File: src/rtl/core/rgl_pkg.sv
// Package: shared types, constants and helpers for the recursive Gaussian line pass
`default_nettype none
package rgl_pkg;

  localparam int POS_W      = 12;
  localparam int PIX_W      = 8;
  localparam int COEF_W     = 17;
  localparam int FB_W       = 26;
  localparam int NUM_CH     = 4;
  localparam int CFG_IDX_W  = 3;
  localparam int FIFO_DEPTH = 8;
  localparam int FIFO_PTR_W = 3;
  localparam int FIFO_CNT_W = 4;

  typedef logic signed [COEF_W-1:0] coef_t;
  typedef logic signed [FB_W-1:0]   fb_t;
  typedef logic [PIX_W-1:0]         pix_t;
  typedef logic [POS_W-1:0]         pos_t;

  localparam logic [CFG_IDX_W-1:0] CFG_CHANNEL_MODE = 3'd0;
  localparam logic [CFG_IDX_W-1:0] CFG_FWD_GAIN     = 3'd1;
  localparam logic [CFG_IDX_W-1:0] CFG_BWD_GAIN     = 3'd2;
  localparam logic [CFG_IDX_W-1:0] CFG_FB_GAIN      = 3'd3;
  localparam logic [CFG_IDX_W-1:0] CFG_FWD_SEED     = 3'd4;
  localparam logic [CFG_IDX_W-1:0] CFG_BWD_SEED     = 3'd5;

  localparam logic [1:0] MODE_ONE   = 2'd0;
  localparam logic [1:0] MODE_THREE = 2'd1;
  localparam logic [1:0] MODE_FOUR  = 2'd2;

  localparam logic [1:0] MODE_RESET     = MODE_FOUR;
  localparam coef_t      FWD_GAIN_RESET = 17'sd16384;
  localparam coef_t      BWD_GAIN_RESET = 17'sd16384;
  localparam coef_t      FB_GAIN_RESET  = -17'sd16384;
  localparam coef_t      FWD_SEED_RESET = 17'sd16384;
  localparam coef_t      BWD_SEED_RESET = 17'sd16384;

  typedef struct packed {
    logic step;
    logic start;
    logic act;
  } lane_ctl_t;

  typedef struct packed {
    logic act;
    fb_t  y;
  } lane_res_t;

  typedef struct packed {
    logic valid;
    pos_t position;
  } merge_ctl_t;

  typedef struct packed {
    pos_t position;
    pix_t ch3;
    pix_t ch2;
    pix_t ch1;
    pix_t ch0;
  } result_t;

  // Q.15 value to byte: negative -> 0, integer part limited to 255
  function automatic pix_t to_byte(input logic signed [27:0] v);
    if (v[27]) begin
      return '0;
    end else if (|v[27:23]) begin
      return '1;
    end else begin
      return v[22:15];
    end
  endfunction

endpackage
`default_nettype wire

File: src/rtl/core/rgl_lane.sv
// One channel lane: input products and the first-order feedback recursion
`default_nettype none
module rgl_lane (
  input  wire logic               clk,
  input  wire logic               rst_n,
  input  wire rgl_pkg::pix_t      x,
  input  wire rgl_pkg::coef_t     gain,
  input  wire rgl_pkg::coef_t     seed_gain,
  input  wire rgl_pkg::coef_t     fb_gain,
  input  wire rgl_pkg::lane_ctl_t ctl,
  output rgl_pkg::pix_t           store_byte,
  output rgl_pkg::lane_res_t      res_r
);

  typedef logic signed [42:0] prod_t;

  rgl_pkg::fb_t       xg_r;
  rgl_pkg::fb_t       xs_r;
  rgl_pkg::fb_t       fb_r;
  rgl_pkg::fb_t       xg_nxt;
  rgl_pkg::fb_t       xs_nxt;
  rgl_pkg::fb_t       fb_used;
  rgl_pkg::fb_t       y;
  prod_t              prod;
  logic signed [27:0] rnd;
  logic signed [28:0] diff;

  // Input products are taken one stage ahead of the feedback loop
  assign xg_nxt = rgl_pkg::fb_t'($signed({1'b0, x})) * rgl_pkg::fb_t'(gain);
  assign xs_nxt = rgl_pkg::fb_t'($signed({1'b0, x})) * rgl_pkg::fb_t'(seed_gain);

  assign fb_used = ctl.start ? xs_r : fb_r;
  assign prod    = prod_t'(fb_used) * prod_t'(fb_gain);
  assign rnd     = 28'((prod + prod_t'(16384)) >>> 15);
  assign diff    = 29'(xg_r) - 29'(rnd);

  always_comb begin
    if (diff[28:25] == {4{diff[25]}}) begin
      y = diff[25:0];
    end else if (diff[28]) begin
      y = {1'b1, {(rgl_pkg::FB_W-1){1'b0}}};
    end else begin
      y = {1'b0, {(rgl_pkg::FB_W-1){1'b1}}};
    end
  end

  assign store_byte = ctl.act ? rgl_pkg::to_byte(28'(y)) : '0;

  always_ff @(posedge clk) begin
    if (!rst_n) begin
      fb_r <= '0;
    end else if (ctl.step) begin
      fb_r <= y;
    end
  end

  always_ff @(posedge clk) begin
    xg_r  <= xg_nxt;
    xs_r  <= xs_nxt;
    res_r <= '{act: ctl.act, y: y};
  end

endmodule
`default_nettype wire

File: config.mk
export PLATFORM = sky130hd
export DESIGN_NAME = rgl_lane
export DESIGN_NICKNAME = d
export VERILOG_FILES = /design/src/rtl/core/rgl_pkg.sv /design/src/rtl/core/rgl_lane.sv
export SDC_FILE = /design/constraint.sdc
export NUM_CORES = 2
export LEC_CHECK = 0
export BUFFER_PORTS_ARGS = -buffer_cell sky130_fd_sc_hd__clkbuf_2
export CELL_PAD_IN_SITES_DETAIL_PLACEMENT = 1
export CELL_PAD_IN_SITES_GLOBAL_PLACEMENT = 1
export CORE_ASPECT_RATIO = 2
export CORE_MARGIN = 2
export CORE_UTILIZATION = 55
export DETAILED_ROUTE_END_ITERATION = 12
export GPL_ROUTABILITY_DRIVEN = 0
export GPL_TIMING_DRIVEN = 0
export PLACE_DENSITY = 0.95
export RECOVER_POWER = 25
export SYNTH_ARGS = -nofsm -noshare
export SYNTH_HDL_FRONTEND = slang
export SYNTH_SLANG_ARGS = --single-unit
File: constraint.sdc
create_clock -name clk -period 24.6 [get_ports clk]
set_input_delay 2.46 -clock clk [delete_from_list [all_inputs] [get_ports clk]]
set_output_delay 2.46 -clock clk [all_outputs]
set_load 0.005 [all_outputs]
==> impl_metrics.json <==
{
  "tightestPinTransition_ns": 1.21,
  "async_flop_share": 0,
  "fp.dieH_um": 330,
  "drtPass1Iterations": 6,
  "finalMaxSlewViolations": 0,
  "die_w_um": 167,
  "synth_edf_count": 0,
  "worstPathRequired_ns": 22.14,
  "clockBufferDepth": 2,
  "coreArea_um2": 52600,
  "drv_cap": 0,
  "num-fill-cells": 6128,
  "hold_depth": 2,
  "syn_avg_cell_area_um2": 9.08,
  "io_buffer_count": 92,
  "synth_top_flop_cell": "dfxtp_1",
  "synth_top_family_by_area": "adder cells",
  "holdBufCountCts": 0,
  "worst-path-max-fanout": 10,
  "hp-class": "register to register",
  "synthAdderAreaFrac": 0.543,
  "critPathLaunch": "ctl[1]",
  "r2r_start": "xs_r[9]",
  "critical_path_class": "input pin to primary output",
  "post_cts_buffers": 0,
  "timing.reg2reg.setup_slack_ns": 11.52,
  "final_area_um2": 30700,
  "yosys.area.top_type": "fa_1",
  "synth_mux_area_frac": 0.0104,
  "ys_ff_latch": 105,
  "fin_crit_sh": 0.729,
  "slowest_stage": "o31ai_1",
  "drc": 0,
  "insertion_delay_ns": 0.38,
  "worstPathArrival_ns": 15.46,
  "postCtsResizedCells": 0,
  "synthDistinctLibCells": 80,
  "slowest_delay_ns": 0.76,
  "netlist.area_leader.share": 0.445,
  "utilization": 0.585,
  "antenna_found_initial": 4,
  "dieArea_um2": 55000,
  "clk_pin_slew_ns": 0.08,
  "rsz0062_at_grt": "false",
  "grt_pass1_wl_um": 174000,
  "r2r_end": "res_r[13]",
  "fin_setup_tns_ns": 0,
  "synthCells": 3210,
  "relSlewSlack": 0.195,
  "finalSetupViolCount": 0,
  "grt_max_degree": 20,
  "drt-initial-drc-count": 1679,
  "critPathLaunchType": "input pin",
  "drive_gt1_frac": 0.0515,
  "cp-endpoint": "store_byte[6]",
  "viasPerCell": 6.21,
  "synth_compound_area_frac": 0.0711,
  "synthXorXnorAreaFrac": 0.0327,
  "syn_nets": 4151,
  "synth_area_leaders": "fa_1, ha_1, inv_1",
  "cts_tree": "built",
  "final-hold-violation-count": 0,
  "yosysSeqAreaShare": 0.0721,
  "cts_root_buffer": "clkbuf_16",
  "r2r_cells": 34,
  "nets": 4255,
  "netlist_area_um2": 29200,
  "grt_use_total": 0.429,
  "cts_buffers": 9,
  "first_global_vias": 30047,
  "grt_overflow": 0,
  "status": "complete, no violations",
  "postRouteAntennaNets": 0,
  "yosys_warnings": 0,
  "place_area_um2": 30500,
  "fmax_mhz": 55.8,
  "area_growth_syn_to_layout_pct": 5.40,
  "routedWlPerCell_um": 28.7,
  "ioPinCount": 99,
  "clock-sinks": 105,
  "drt-total-wl_um": 114000,
  "synth_simple_gate_area_frac": 0.157,
  "via_count": 24778,
  "initial_core_util": 0.555,
  "hpwl_um": 93500,
  "skew_ns": 0.00810,
  "fp-row-count": 119,
  "seq_area_um2": 2100,
  "crit_top_cell": "fa_1",
  "multiInputGateArea_um2": 23800,
  "cp-end-kind": "primary output",
  "htree_levels": 3,
  "min_period_ns": 17.92
}
==> registers in the layout (all words and copies together), names as in the netlist <==
signal  flops
xs_r       26
fb_r       26
xg_r       26
res_r      27
==> cell usage after synthesis, types with 3 or more instances <==
cell	number
a211oi_1	10
a21boi_0	3
a21o_1	36
a21oi_1	78
a311oi_1	15
a31o_2	5
a31oi_1	18
and2_1	358
and3_1	7
buf_1	5
buf_2	4
clkbuf_1	96
dfxtp_1	105
fa_1	648
ha_1	229
inv_1	762
mux2_2	26
nand2_1	385
nand2b_1	9
nand3_1	17
nand4_1	3
nor2_1	77
nor2b_1	10
nor3_1	18
o2111ai_1	3
o211a_1	3
o21a_1	13
o21ai_0	45
o21ai_1	4
o21ai_2	11
o21bai_1	24
o22ai_1	3
o41ai_1	7
or2_2	8
xnor2_1	73
xor2_1	34
==> layout make-up <==
type,instances,area share
Clock inverter,7,0.00208
Tap cell,665,0.0271
Timing Repair Buffer,93,0.0145
Clock buffer,9,0.00733
Multi-Input combinational cell,2232,0.773
Inverter,763,0.0932
Antenna cell,3,0.000244
Buffer,110,0.0144
Sequential cell,105,0.0684
==> critical path, delay by kind of cell <==
| family | cells | cell delay (ns) |
|---|---|---|
| buffers and inverters | 8 | 2.18 |
| AND/OR/NAND/NOR | 6 | 2.23 |
| adder cells (fa/ha/maj) | 8 | 3.82 |
| XOR/XNOR | 1 | 0.36 |
| AO/OA/AOI/OAI | 13 | 3.87 |
| multiplexers | 1 | 0.51 |
==> kinds of logic (layout without fill, tap and decap cells) <==
kind of cell / after synthesis / count (layout)
xor+xnor: 108 / 108
compound gates: 306 / 306
flops: 105 / 105
mux: 27 / 27
buf+inv: 873 / 982
other cells: 0 / 3
simple gates: 914 / 914
fa+ha+maj: 877 / 877
==> through the flow <==
step | std cells | hold WS, ns | setup WS [ns]
3_3_place_gp | 3967 | 0.463 | 8.22
2_1_floorplan | 3210 | 0.450 | 10.60
3_5_place_dp | 3967 | 0.479 | 7.77
4_1_cts | 3983 | 0.510 | 7.42
5_1_grt | 3984 | 0.534 | 6.38
6_report | 3987 | 0.512 | 6.68
==> layout by cell type (no fill, tap or decap), types with 4 or more instances in the layout <==
master     instances
inv_1            762
fa_1             648
nand2_1          385
and2_1           356
ha_1             229
clkbuf_1         112
dfxtp_1          105
a21oi_1           78
nor2_1            77
clkbuf_2          77
xnor2_1           73
o21ai_0           45
a21o_1            36
xor2_1            34
mux2_2            26
o21bai_1          24
a31oi_1           18
nor3_1            18
nand3_1           17
a311oi_1          15
o21a_1            13
o21ai_2           11
a211oi_1          10
nor2b_1           10
nand2b_1           9
clkbuf_16          9
or2_2              8
o41ai_1            7
and3_1             7
a31o_2             5
buf_2              5
buf_1              5
o21ai_1            4
==> metal layers <==
layer / part of all wire / track usage / vias up
met4: 0.14 / 0.465 / 0
met3: 0.067 / 0.0864 / 917
li1: - / - / 9800
met5: 0 / 0 / -
met1: 0.29 / 0.393 / 12471
met2: 0.50 / 0.752 / 1590
==> worst min-delay path by stage <==
| stage | slack [ns] | to | from |
|---|---|---|---|
| after floorplan | 0.45 | fb_r[25] | fb_r[25] |
| after global placement | 0.46 | fb_r[2] | fb_r[2] |
| after detailed placement | 0.48 | fb_r[9] | fb_r[9] |
| after CTS | 0.51 | fb_r[5] | fb_r[5] |
| after global routing | 0.53 | fb_r[4] | fb_r[4] |
| final | 0.51 | fb_r[4] | fb_r[4] |
Power is not shown: default switching activity piles up to over one toggle a cycle in this logic, so the estimate is an artifact.
