===== config.mk =====
export PLATFORM = sky130hd
export DESIGN_NAME = rgl_merge_flat
export DESIGN_NICKNAME = d
export VERILOG_FILES = /design/src/rtl/core/rgl_pkg.sv /design/src/rtl/core/rgl_intf.sv /design/src/rtl/core/rgl_merge.sv /design/src/flat_wrapper.sv
export SDC_FILE = /design/constraint.sdc
export NUM_CORES = 1
export LEC_CHECK = 0
export ABC_AREA = 1
export BUFFER_PORTS_ARGS = -buffer_cell sky130_fd_sc_hd__buf_2
export CAP_MARGIN = 20
export CORE_MARGIN = 2
export CORE_UTILIZATION = 58
export CTS_CLUSTER_SIZE = 20
export DETAILED_ROUTE_END_ITERATION = 10
export PLACE_DENSITY = 0.8
export SLEW_MARGIN = 20
export SYNTH_ARGS = -nofsm -noshare
export SYNTH_HDL_FRONTEND = slang
export SYNTH_SLANG_ARGS = --single-unit
export TNS_END_PERCENT = 5

===== constraint.sdc =====
create_clock -name clk -period 4.05 [get_ports clk]
set_input_delay 0.405 -clock clk [delete_from_list [all_inputs] [get_ports clk]]
set_output_delay 0.405 -clock clk [all_outputs]
set_load 0.01 [all_outputs]

===== src/rtl/core/rgl_pkg.sv =====
// Package: shared types, constants and helpers for the recursive Gaussian line pass
`default_nettype none
package rgl_pkg;

  localparam int POS_W      = 12;
  localparam int PIX_W      = 8;
  localparam int COEF_W     = 17;
  localparam int FB_W       = 26;
  localparam int NUM_CH     = 4;
  localparam int CFG_IDX_W  = 3;
  localparam int FIFO_DEPTH = 8;
  localparam int FIFO_PTR_W = 3;
  localparam int FIFO_CNT_W = 4;

  typedef logic signed [COEF_W-1:0] coef_t;
  typedef logic signed [FB_W-1:0]   fb_t;
  typedef logic [PIX_W-1:0]         pix_t;
  typedef logic [POS_W-1:0]         pos_t;

  localparam logic [CFG_IDX_W-1:0] CFG_CHANNEL_MODE = 3'd0;
  localparam logic [CFG_IDX_W-1:0] CFG_FWD_GAIN     = 3'd1;
  localparam logic [CFG_IDX_W-1:0] CFG_BWD_GAIN     = 3'd2;
  localparam logic [CFG_IDX_W-1:0] CFG_FB_GAIN      = 3'd3;
  localparam logic [CFG_IDX_W-1:0] CFG_FWD_SEED     = 3'd4;
  localparam logic [CFG_IDX_W-1:0] CFG_BWD_SEED     = 3'd5;

  localparam logic [1:0] MODE_ONE   = 2'd0;
  localparam logic [1:0] MODE_THREE = 2'd1;
  localparam logic [1:0] MODE_FOUR  = 2'd2;

  localparam logic [1:0] MODE_RESET     = MODE_FOUR;
  localparam coef_t      FWD_GAIN_RESET = 17'sd16384;
  localparam coef_t      BWD_GAIN_RESET = 17'sd16384;
  localparam coef_t      FB_GAIN_RESET  = -17'sd16384;
  localparam coef_t      FWD_SEED_RESET = 17'sd16384;
  localparam coef_t      BWD_SEED_RESET = 17'sd16384;

  typedef struct packed {
    logic step;
    logic start;
    logic act;
  } lane_ctl_t;

  typedef struct packed {
    logic act;
    fb_t  y;
  } lane_res_t;

  typedef struct packed {
    logic valid;
    pos_t position;
  } merge_ctl_t;

  typedef struct packed {
    pos_t position;
    pix_t ch3;
    pix_t ch2;
    pix_t ch1;
    pix_t ch0;
  } result_t;

  // Q.15 value to byte: negative -> 0, integer part limited to 255
  function automatic pix_t to_byte(input logic signed [27:0] v);
    if (v[27]) begin
      return '0;
    end else if (|v[27:23]) begin
      return '1;
    end else begin
      return v[22:15];
    end
  endfunction

endpackage
`default_nettype wire


===== src/rtl/core/rgl_intf.sv =====
// Interfaces: pixel input channel and filtered result channel
`default_nettype none


interface rgl_out_if;
  logic                valid;
  logic                ready;
  rgl_pkg::pos_t       out_position;
  rgl_pkg::pix_t       out_ch0;
  rgl_pkg::pix_t       out_ch1;
  rgl_pkg::pix_t       out_ch2;
  rgl_pkg::pix_t       out_ch3;

  modport source (
    output valid, out_position, out_ch0, out_ch1, out_ch2, out_ch3,
    input  ready
  );
  modport sink (
    input  valid, out_position, out_ch0, out_ch1, out_ch2, out_ch3,
    output ready
  );
endinterface
`default_nettype wire


===== src/rtl/core/rgl_merge.sv =====
// Merge stage: combines lane results with stored bytes and queues result transfers
`default_nettype none
module rgl_merge #(
  parameter int LANES = 4
) (
  input  wire logic                                clk,
  input  wire logic                                rst_n,
  input  wire rgl_pkg::merge_ctl_t                 ctl,
  input  wire rgl_pkg::lane_res_t                  res [LANES],
  input  wire logic [rgl_pkg::PIX_W*LANES-1:0]     prev,
  rgl_out_if.source                                out_if,
  output logic [rgl_pkg::FIFO_CNT_W-1:0]           cnt_r
);

  rgl_pkg::result_t                  fifo_mem [rgl_pkg::FIFO_DEPTH];
  logic [rgl_pkg::FIFO_PTR_W-1:0]    wp_r;
  logic [rgl_pkg::FIFO_PTR_W-1:0]    rp_r;
  logic [rgl_pkg::FIFO_CNT_W-1:0]    cnt_nxt;
  rgl_pkg::pix_t                     ch [rgl_pkg::NUM_CH];
  rgl_pkg::result_t                  head;
  logic                              push;
  logic                              pop;

  always_comb begin
    for (int c = 0; c < rgl_pkg::NUM_CH; c++) begin
      ch[c] = '0;
    end
    for (int c = 0; c < LANES; c++) begin
      if (res[c].act) begin
        ch[c] = rgl_pkg::to_byte(28'({prev[rgl_pkg::PIX_W*c +: rgl_pkg::PIX_W], 15'b0})
                                 + 28'(res[c].y));
      end
    end
  end

  assign push    = ctl.valid;
  assign pop     = out_if.valid & out_if.ready;
  assign cnt_nxt = cnt_r + rgl_pkg::FIFO_CNT_W'(push) - rgl_pkg::FIFO_CNT_W'(pop);

  always_ff @(posedge clk) begin
    if (!rst_n) begin
      wp_r  <= '0;
      rp_r  <= '0;
      cnt_r <= '0;
    end else begin
      if (push) begin
        wp_r <= wp_r + 1'b1;
      end
      if (pop) begin
        rp_r <= rp_r + 1'b1;
      end
      cnt_r <= cnt_nxt;
    end
  end

  always_ff @(posedge clk) begin
    if (push) begin
      fifo_mem[wp_r] <= '{position: ctl.position, ch3: ch[3], ch2: ch[2],
                          ch1: ch[1], ch0: ch[0]};
    end
  end

  assign head                = fifo_mem[rp_r];
  assign out_if.valid        = (cnt_r != '0);
  assign out_if.out_position = head.position;
  assign out_if.out_ch0      = head.ch0;
  assign out_if.out_ch1      = head.ch1;
  assign out_if.out_ch2      = head.ch2;
  assign out_if.out_ch3      = head.ch3;

endmodule
`default_nettype wire


===== src/flat_wrapper.sv =====
// flat-port wrapper written by rule: the top's interface ports become plain ports
module rgl_merge_flat 
#(
  parameter int LANES = 4
)
  (clk, rst_n, ctl, res, prev, cnt_r, out_if_valid, out_if_out_position, out_if_out_ch0, out_if_out_ch1, out_if_out_ch2, out_if_out_ch3, out_if_ready);
  rgl_out_if out_if_i ();
  input  wire logic clk;
  input  wire logic rst_n;
  input  wire rgl_pkg::merge_ctl_t ctl;
  input  wire rgl_pkg::lane_res_t res[LANES];
  input  wire logic [rgl_pkg::PIX_W*LANES-1:0] prev;
  output logic [rgl_pkg::FIFO_CNT_W-1:0] cnt_r;
  output wire logic [$bits(out_if_i.valid)-1:0] out_if_valid;
  output wire logic [$bits(out_if_i.out_position)-1:0] out_if_out_position;
  output wire logic [$bits(out_if_i.out_ch0)-1:0] out_if_out_ch0;
  output wire logic [$bits(out_if_i.out_ch1)-1:0] out_if_out_ch1;
  output wire logic [$bits(out_if_i.out_ch2)-1:0] out_if_out_ch2;
  output wire logic [$bits(out_if_i.out_ch3)-1:0] out_if_out_ch3;
  input wire logic [$bits(out_if_i.ready)-1:0] out_if_ready;
  assign out_if_valid = out_if_i.valid;
  assign out_if_out_position = out_if_i.out_position;
  assign out_if_out_ch0 = out_if_i.out_ch0;
  assign out_if_out_ch1 = out_if_i.out_ch1;
  assign out_if_out_ch2 = out_if_i.out_ch2;
  assign out_if_out_ch3 = out_if_i.out_ch3;
  assign out_if_i.ready = out_if_ready;
  rgl_merge #(.LANES(LANES)) u_core (.clk(clk), .rst_n(rst_n), .ctl(ctl), .res(res), .prev(prev), .out_if(out_if_i), .cnt_r(cnt_r));
endmodule

==> run metrics <==
status=finished, final reports clean; first-pass GRT wire length=54.7 mm; Placed Area=0.0177 mm²; Leak Pwr=7.17 nW; Die Span Y=173 µm; Setup crit start kind=flop; CTS clk-pin slew, worst paths=0.06 ns; Crit Path Class=reg -> out; initial DRC count=971; Global Route Usage Sum=22.7%; Routability Congestion=0.850; most frequent cells in the layout=edfxtp_1 (352), nor2_1 (336), o21ai_0 (175); Fillers=2,020; HP Class=in -> reg; crit-path max FO=88; initial antenna violation count=0; Post-CTS Hold Buffers=0; pwr dens=522 mW/mm²; Synth area leader=edfxtp_1; max incr delay on CP=0.80 ns; Post-synth EDFFs=352; n_diodes=0; Final Power=9.77 mW; Worst slew margin=31.0%; first drt pass iteration count=5; Synth Register Bits=365; TritonCTS clock tree=done; dominant cells by area after synthesis=edfxtp_1 (64%), nor2_1 (7.8%), o21ai_0 (5.3%); Slew @ Worst Pin=1.03 ns; routed vias=11,589; minimum clock period=3.07 ns; hold slack=0.171 ns; Crit path buffers/inverters=2; post-synth cell types=34; Post-Synthesis Cell Area=0.0166 mm²; DRT Wirelength=34.8 mm; skew final=0.00861 ns; clk_lat worst skew=0.50 ns; CTS buffer count=35; drt wl/cell=16.9 µm; Worst EP required=about 3.6 ns; Post-CTS Setup Bufs=0; vias in the first global route=10,997; IO Count=approximately 200; Clock Tree Buf Depth=3; Cell Chain, Critical Path=buf_4 > o21ai_0 > o22ai_1 > nor2_1 > a31oi_1 > buf_2; Final Max Slew Viols=0; Die W=173 µm; Max rail drop VDD=0.391 mV; slowest CP cell=buf_4; largest net degree at the start of global routing=177; IO buf count=144; Initial Util=59.3%; Gates resized, CTS repair=0; Arr. time, crit path=2.67 ns; top cell type's share of synthesized area=63.6%; ratio of cells with drive above 1 in the final layout=14.5%; f_max=0.325 GHz; H-tree depth=2; synthesized netlist cell count=1,526; Final period util=between 70% and 80%; register area share after synthesis=between 60 and 70%; DRC=0; Synth Flop Type=edfxtp_1; commonest non-fill, non-tap cell in the layout=edfxtp_1; synth warn=0; die area=0.0300 mm²; syn_nets=1,726; Core ar.=0.0280 mm²; Async S/R FF share, synth=0%; unrepaired setup endpoints after global routing=false; Hold Fails Final Rpt=0; grt ovf=0; detailed placer's ending HPWL=19.4 mm; CTS root buf=clkbuf_16; Antenna Nets Post-Route=0; Layout area overhead=12.5%; non-filler instance count after layout=2,055; Final setup viols=0; Max Cap Viol=0; crit path capture type=primary output; final setup TNS=0 ns; cell class contributing the biggest share of worst-path delay=buffers and inverters; nets=1,856; post-route cell area=0.0187 mm²; number of vias per cell=5.64; Cells after DPL=between 1,500 and 2,000; clock sink count=365; row cnt=61; Avg Synthesized Cell Area=10.9 µm²
[sequential cells by signal, indices dropped and copies added (netlist names), named ones only]
name,count
u_core.cnt_r,4
u_core.wp_r,3
u_core.rp_r,3
u_core.fifo_mem,352
[per-stage QoR]
step | utilization [%] | setup WS [ns]
floorplan | - | 0.980
global placement | 63.1 | 1.45
detailed placement | 63.1 | 1.36
CTS | 66.8 | 0.989
global route | 66.8 | 0.771
finish | 66.8 | 0.976
[cell families after synthesis]
group / count (synthesis) / synth area share (%)
adder cells (fa/ha/maj): 44 / 3.54
AO/OA/AOI/OAI: 322 / 10.4
buffers and inverters: 172 / 4.74
AND/OR/NAND/NOR: 598 / 14.8
XOR/XNOR: 25 / 1.32
flip-flops: 365 / 65.2
[worst paths after layout]
check | start | cells past startpoint | slack, ns | end
setup reg to reg | u_core.wp_r[0] | 3 | 1.78 | u_core.fifo_mem[4][16]
hold / removal | ctl[8] | 1 | 0.17 | u_core.fifo_mem[7][40]
setup / recovery | flop | 6 | 0.98 | out_if_out_ch2[0]
hold reg to reg | u_core.rp_r[2] | 1 | 0.46 | u_core.rp_r[2]
[report_power, final]
part           leakage (nW)  internal (mW)  switching, mW
Sequential             3.35           4.28         0.0409
Clock                 0.508           1.72           1.27
Combinational          3.32          0.841           1.61
[layer usage]
| layer | track usage [%] | wire (µm) | vias to the layer above |
|---|---|---|---|
| li1 | - | - | 5592 |
| met5 | 0 | 0 | - |
| met4 | 8.19 | 887 | 0 |
| met1 | 29.0 | 14200 | 5546 |
| met2 | 39.8 | 17600 | 378 |
| met3 | 3.33 | 2040 | 73 |
[layout make-up]
cell class	count	area [µm²]	share of cell area, %
Clock buffer	45	956	5.11
Clock inverter	13	80.1	0.428
Timing Repair Buffer	159	896	4.79
Inverter	106	402	2.15
Tap cell	378	473	2.53
Multi-Input combinational cell	989	5060	27.0
Sequential cell	365	10800	57.9
[cells in the mapped netlist (10+ instances only)]
cell type	instances
buf_2	22
o22ai_1	44
clkbuf_1	29
nor2_2	14
xor2_1	14
nand2_1	169
nand4_1	10
o21ai_0	175
ha_1	39
edfxtp_1	352
a31oi_1	44
inv_1	102
xnor2_1	11
nand3_1	42
nor2_1	344
dfxtp_1	13
a21oi_1	47
[worst reg2reg max path, delay by kind of cell, from the launching register on]
| family | cells | cell delay (ns) |
|---|---|---|
| and+or+nand+nor | 2 | 1.04 |
| buffers and inverters | 1 | 0.53 |
| DFF | 1 | 0.33 |
No activity file was read; power rests on OpenSTA's default activity.
